`config.mk`:
```
export PLATFORM = sky130hd
export DESIGN_NAME = bfba_front
export DESIGN_NICKNAME = d
export VERILOG_FILES = /design/src/rtl/bfba_pkg.sv /design/src/rtl/bfba_front.sv
export SDC_FILE = /design/constraint.sdc
export NUM_CORES = 1
export LEC_CHECK = 0
export ABC_AREA = 1
export BUFFER_PORTS_ARGS = -buffer_cell sky130_fd_sc_hd__buf_2
export CORE_ASPECT_RATIO = 1.4
export CORE_MARGIN = 5
export CORE_UTILIZATION = 25
export CTS_BUF_LIST = sky130_fd_sc_hd__clkbuf_8
export DETAILED_ROUTE_END_ITERATION = 16
export REMOVE_ABC_BUFFERS = 1
export SLEW_MARGIN = 40
export SYNTH_ARGS = -nofsm -noshare
export SYNTH_HDL_FRONTEND = slang
export SYNTH_SLANG_ARGS = --single-unit
```
`constraint.sdc`:
```
create_clock -name clk -period 10.95 [get_ports clk]
set_clock_uncertainty 0.1 [all_clocks]
set_input_delay 0.5475 -clock clk [delete_from_list [all_inputs] [get_ports clk]]
set_output_delay 0.5475 -clock clk [all_outputs]
set_load 0.05 [all_outputs]
```
`src/rtl/bfba_pkg.sv`:
```
`default_nettype none
package bfba_pkg;
  localparam int FLOW_ENTRIES_DEF = 32;
  localparam int ADDR_W = 32;
  localparam int CNT_W = 32;
  localparam int LEN_W = 16;
  localparam logic OP_PACKET = 1'b0;
  localparam logic OP_TICK = 1'b1;

  typedef struct packed {
    logic             opcode;
    logic [ADDR_W-1:0] src_addr;
    logic [ADDR_W-1:0] dst_addr;
    logic [LEN_W-1:0]  pkt_length;
  } in_item_t;

  typedef struct packed {
    logic             flow_valid;
    logic [ADDR_W-1:0] flow_src;
    logic [ADDR_W-1:0] flow_dst;
    logic [CNT_W-1:0]  fwd_bytes;
    logic [CNT_W-1:0]  rev_bytes;
    logic [CNT_W-1:0]  in_total;
    logic [CNT_W-1:0]  out_total;
    logic             table_overflow;
    logic             last;
  } out_item_t;

  typedef enum logic [1:0] {
    ST_IDLE,
    ST_PKT,
    ST_SORT,
    ST_EMIT
  } back_state_t;

  function automatic logic [CNT_W-1:0] sat_add(logic [CNT_W-1:0] a, logic [CNT_W-1:0] b);
    logic [CNT_W:0] s;
    s = {1'b0, a} + {1'b0, b};
    return s[CNT_W] ? {CNT_W{1'b1}} : s[CNT_W-1:0];
  endfunction
endpackage
`default_nettype wire

```
`src/rtl/bfba_front.sv`:
```
`default_nettype none
module bfba_front
  import bfba_pkg::*;
(
  input  wire logic     clk,
  input  wire logic     rst,
  input  wire in_item_t in_item,
  input  wire logic     in_valid,
  output logic          in_ready,
  output in_item_t      q_item,
  output logic          q_valid,
  input  wire logic     q_ready
);
  // Two-entry queue between intake and the table engine.
  in_item_t   mem [2];
  logic       wptr, rptr;
  logic [1:0] count;
  logic       push, pop;

  assign in_ready = (count != 2'd2);
  assign q_valid  = (count != 2'd0);
  assign q_item   = mem[rptr];
  assign push     = in_valid && in_ready;
  assign pop      = q_valid && q_ready;

  always_ff @(posedge clk) begin
    if (push) begin
      mem[wptr] <= in_item;
    end
    if (rst) begin
      wptr  <= 1'b0;
      rptr  <= 1'b0;
      count <= 2'd0;
    end else begin
      if (push) wptr <= ~wptr;
      if (pop) rptr <= ~rptr;
      count <= count + {1'b0, push} - {1'b0, pop};
    end
  end
endmodule
`default_nettype wire

```
==> results of run 1 <==
how the worst max path moves through the flow:
stage / cells past startpoint / endpoint / slack, ps / startpoint
global route: 3 / q_item[80] / 7640 / flop
detailed placement: 3 / q_item[80] / 8260 / flop
global placement: 3 / q_item[80] / 8040 / flop
CTS: 3 / q_item[80] / 7720 / flop
finish: 3 / q_item[80] / 7830 / flop
floorplan: 4 / mem[0][0] / 6020 / count[0]
per-layer routing:
metal | wire length, µm | vias up
met5 | 13 | -
met4 | 288 | 2
met3 | 860 | 16
met2 | 6970 | 100
met1 | 4720 | 1584
li1 | - | 1484
state kept, by name, indices dropped and copies added, names as in the netlist, named ones only:
signal  cells
count       2
mem       162
rptr        1
wptr        1
synthesized netlist by cell type (all sizes together):
library cell and instances:
edfxtp 162, mux2 81, buf 9, nor2 9
inv 8, nand2 8, dfxtp 5, nand3 3
a21oi 2, ha 2
power groups by stage:
stage,combinational (mW),clock (mW),sequential (mW)
final,0.730,0.441,0.850
after CTS,0.744,0.462,0.852
after floorplan,0.591,0,0.885
after detailed placement,0.742,0,0.867
after global routing,0.764,0.486,0.861
after global placement,0.733,0,0.862
cell type report:
| cell class | count | area [µm²] |
|---|---|---|
| Clock inverter | 15 | 162.7 |
| Multi-Input combinational cell | 105 | 1334 |
| Sequential cell | 167 | 4969 |
| Fill cell | 2473 | 17460 |
| Antenna cell | 2 | 5.005 |
| Tap cell | 319 | 399.1 |
| Clock buffer | 17 | 234.0 |
| Timing Repair Buffer | 170 | 874.6 |
| Inverter | 8 | 31.28 |
through the flow:
step	hold slack (ps)	instance area, µm²	util (%)	instances
floorplan	367.5	6321	-	280
global placement	389.2	7591	29.81	769
detailed placement	414.0	7602	29.85	769
CTS	108.5	7999	31.41	801
global route	118.1	8009	31.45	803
finish	158.8	8009	31.45	803
cell families after synthesis:
logic type / Yosys count / synth area share, %
AND/OR/NAND/NOR: 20 / 1.214
buffers and inverters: 17 / 3.103
AO/OA/AOI/OAI: 2 / 0.1542
multiplexers: 81 / 18.67
adder cells (fa/ha/maj): 2 / 0.3854
flip-flops: 167 / 76.47
==> out/metrics.cfg, run 1 <==
[outcome]
outcome=complete, no violations

[clock_tree]
cts_sinks=167
htree_levels=4
root_buffer=clkbuf_8
cts_setup_buffers=0
cts_buffers=17
cts_hold_buf=0
cts.clk_slew.worst_paths_ps=90
worstSkewPairLatency_ps=450
cts_tree=built
clk_path_buf_depth=2
ctsResizeCount=0

[die]
io_pins=168
start_util_pct=25.49
die_x_um=146.2
die_area_um2=29340
die_h_um=200.7
coreArea_um2=25470
rows=69

[grt]
use_met2_pct=15.71
grt.overflow.total=0
busiest_layer=met2
antenna_found_initial=4
grt_pass1_vias=3581
grt_pass1_wl_um=19920
grt_util_met1_pct=9.058
grt_max_degree=82
grt_use_total_pct=8.916
use_met3_pct=3.636

[pwr]
p_seq_share_pct=42.0
combPwrFrac_pct=36.1
p_clk_share_pct=21.8
power.density_nw_per_um2=252.4
total_power_mw=2.021
sw_frac_of_total_pct=37.61
p_int_mw=1.261
leakage_nw=3.109
netSwitchingPower_uw=760.0
ir_drop_mv=0.1885

[hold_path]
holdPathStages=2
hp-class=primary input to flop
hp-start=rst
whs_endpoint=count[0]

[final_layout]
final_cell_mix=167 x buf_2, 162 x edfxtp_1, 80 x mux2_4
final_common_cell=buf_2
areaGrowthSynthToFinish_pct=23.36
layout-drive-gt1-share_pct=58.09
layout.nets=556

[sta]
timing.final.ws_setup_ps=7826
rsz0062_at_grt=no
slew_viol_final=0
setup_violations=0
max_freq_mhz=320.1
slew_headroom_pct=51.53
tightest_slew_ps=727.0
hold_viol=0
setup_tns_ps=0
period_share_pct=28.53
min_period_ps=3124

[worst_setup_path]
end_kind=output pin
crit_type=flop to output pin
critical_path.max_stage_delay_ps=720
cpLargestDelayFamily=buffers and inverters
path_cells=buf_6, mux2_2, buf_2
rrSetupSlack_ps=9020
crit_required_ps=10300
rr_worst_depth=5
critPathMaxFanout=52
crit_path_start_kind=flop
crit_slowest_cell=dfxtp_4
crit_arrival_ps=2480
r2r-start=count[0]
worst-path-buf-inv=2
r2r_end=mem[0][32]

[logic_synthesis]
synth_area_leaders=edfxtp_1 75%, mux2_4 19%, buf_12 2.5%
ys_types=12
ys_ff_latch=167
syn_inst=289
synth_area_leader_cell=edfxtp_1
yosysWarningCount=0
ys_seq_area_share_pct=76.47
synth_top_area_share_pct=74.93
synth_area_per_cell_um2=22.47
syn-cell-area_um2=6492

[drt]
vias=3186
post_drt_wl_per_cell_um=16.01
dr.pass1.iters=4
drc_errors=0
antenna_left=0
drt-total-wl_um=12850
vias_per_cell=3.968
first_iter_violations=146

[placement]
hpwl_um=8777
port_buffers=167
gp_congestion=0.6878
pre_cts_slack_ps=8256

[job]
maxCapViolCount=0

No activity file was read; power rests on OpenSTA's default activity.
==> inputs of run 2 (changes only) <==
Settings changed: ABC_AREA 1 to 0.
Clock period 10.95 ns to 3.2 ns, I/O delays scaled along.
==> out/metrics.cfg, run 2 <==
[final_layout]
final_cell_mix=167 x buf_2, 162 x edfxtp_1, 83 x dlygate4sd3_1
regMostFlops=mem
regArea_um2=4969  ; unchanged
diodes=0  ; -2
reg_top3=mem x162, count x2
layout.nets=629  ; +13%
areaGrowthSynthToFinish_pct=36.85
layout-drive-gt1-share_pct=51.53  ; -6.6 points
final_common_cell=buf_2
largest_reg_flops=162  ; unchanged
final_util_pct=34.81  ; +3.4 points
n_fill_cell=2386  ; -3.5%
multi_input_area_um2=1351  ; +1.3%

[sta]
rsz0062_at_grt=no
max_freq_mhz=442.1
slew_headroom_pct=60.43  ; +8.9 points
hold_viol=0  ; unchanged
setup_violations=0  ; unchanged
tightest_slew_ps=593.6  ; -133.5 ps
slew_viol_final=0  ; unchanged
hold-worst-slack_ps=60.73  ; -98.12 ps
period_share_pct=70.69
timing.final.ws_setup_ps=937.9  ; -6888 ps
setup_tns_ps=0  ; unchanged
min_period_ps=2262

[worst_setup_path]
rr_worst_depth=4  ; -1
critPathMaxFanout=75  ; +44%
crit_slowest_cell=buf_12
critical_path.max_stage_delay_ps=480  ; -240 ps
worstSetupEndpoint=q_item[80]
crit_path_start_kind=flop
path_cells=buf_12, mux2_2, buf_2
crit_required_ps=2940  ; -7360 ps
crit_type=flop to output pin
rrSetupSlack_ps=1280  ; -7740 ps
end_kind=output pin
r2r-start=count[0]
crit_arrival_ps=2000  ; -480 ps
r2r_end=mem[0][75]

[logic_synthesis]
synthTopCellsByCount=162 x edfxtp_1, 80 x mux2_4, 8 x buf_12
synth_area_leader_cell=edfxtp_1
syn_inst=276  ; -4.5%
synth-edff-count=162  ; unchanged
synthFlopType=edfxtp_1
async_flop_share_pct=0  ; unchanged
synth_top_area_share_pct=75.09  ; +0.16 points
yosysMostFrequentCell=edfxtp_1
synth_area_per_cell_um2=23.47  ; +4.5%
ys_types=17  ; +5
synth_area_leaders=edfxtp_1 75%, mux2_4 19%, buf_12 2.5%
syn-cell-area_um2=6479  ; -0.21%
ys_seq_area_share_pct=76.63  ; +0.16 points
ys_ff_latch=167  ; unchanged
yosysWarningCount=0  ; unchanged

[die]
start_util_pct=25.44  ; -0.054 points
die_h_um=200.5  ; about the same
io_pins=168  ; unchanged
die_area_um2=29280  ; -0.20%
rows=69  ; unchanged
coreArea_um2=25470  ; unchanged
die_x_um=146.1  ; about the same

[drt]
vias_per_cell=3.926  ; -1.1%
dr.pass1.iters=4  ; unchanged
antenna_left=0  ; unchanged
post_drt_wl_per_cell_um=15.18  ; -5.1%
vias=3431  ; +7.7%
drt-total-wl_um=13270  ; +3.3%
first_iter_violations=138  ; -5.5%
drc_errors=0  ; unchanged

[pwr]
ir_drop_mv=0.5149  ; +170%
leakage_nw=3.442  ; +11%
power.density_nw_per_um2=794.1  ; +210%
total_power_mw=7.041  ; +250%

[placement]
port_buffers=167  ; unchanged
pre_cts_slack_ps=1184  ; -7072 ps
hpwl_um=8977  ; +2.3%
gp_congestion=0.6809  ; -1.0%

[outcome]
outcome=complete, no violations

[grt]
antenna_found_initial=4  ; unchanged
grt_use_total_pct=9.193  ; +0.28 points
grt_max_degree=76  ; -7.3%
grt_pass1_wl_um=20740  ; +4.1%
grt.overflow.total=0  ; unchanged
grt_pass1_vias=3976  ; +11%

[clock_tree]
cts.clk_slew.worst_paths_ps=80  ; about the same
cts_sinks=167  ; unchanged
cts_tree=built
root_buffer=clkbuf_8
cts_buffers=17  ; unchanged
ctsResizeCount=0  ; unchanged
worstSkewPairLatency_ps=450  ; about the same
cts_setup_buffers=0  ; unchanged
htree_levels=4  ; unchanged
clk_path_buf_depth=2  ; unchanged

[job]
maxCapViolCount=0  ; unchanged

[hold_path]
hp-class=primary input to flop

run 2: cell types whose count changed after synthesis, sizes merged, moves of 3 or more:
cell / previous run / this run
inv: 8 / 1
nand2: 8 / 1
nand3: 3 / 0
nor2: 9 / 5
run 2: worst min-delay path by stage:
stage | start | cells past startpoint | endpoint
3_5_place_dp | in_item[41] | 1 | mem[1][41]
4_1_cts | in_valid | 3 | wptr
2_1_floorplan | rst | 1 | count[0]
6_report | in_valid | 3 | wptr
3_3_place_gp | in_item[5] | 1 | mem[0][5]
5_1_grt | in_valid | 3 | wptr
run 2: cell type report:
class | instances | area share, %
tap | 319 | 4.502
clock buffer | 17 | 2.639
clock inverter | 15 | 1.806
inverter | 1 | 0.04234
timing repair buffer | 256 | 19.73
multi-input combinational | 99 | 15.24
sequential | 167 | 56.04
run 2: through the flow:
step / cells / area (µm²)
floorplan: 267 / 6307
global placement: 758 / 7621
detailed placement: 758 / 7621
CTS: 873 / 8846
global route: 874 / 8866
finish: 874 / 8866
run 2: per-layer routing:
metal  track usage [%]  routed length [µm]  vias up
li1                  -                   -     1619
met4             3.732                 227        8
met1             9.154                4952     1683
met2             16.92                7236       99
met3             3.681                 820       22
met5                 0                  34        -
run 2: logic make-up (layout without fill, tap and decap cells):
logic type,Yosys count,after routing,synth area share (%)
and+or+nand+nor,11,11,0.8692
DFF,167,167,76.63
muxes,82,82,18.89
AOI/OAI and AO/OA,1,1,0.1159
buffers and inverters,10,289,2.704
xor gates and xnor gates,3,3,0.4056
adders and majority gates,2,2,0.3862
run 2: where the power goes:
part	total, mW	leakage (nW)	internal [mW]	switching, mW
sequential	2.83	1.56	2.74	0.0906
clock	1.51	0.199	0.760	0.748
combinational	2.70	1.69	0.910	1.79
run 2: what timing repair did:
action / in CTS / in global routing
hold buffers: 83 / 0
endpoints found under the hold margin: 167 / 0
setup endpoints to repair: 0 / 0
run 2: critical path: cells and delay by family (launching register included):
kind / cells / cell delay [ps]
muxes: 1 / 400
buffers and inverters: 2 / 690
DFF: 1 / 430
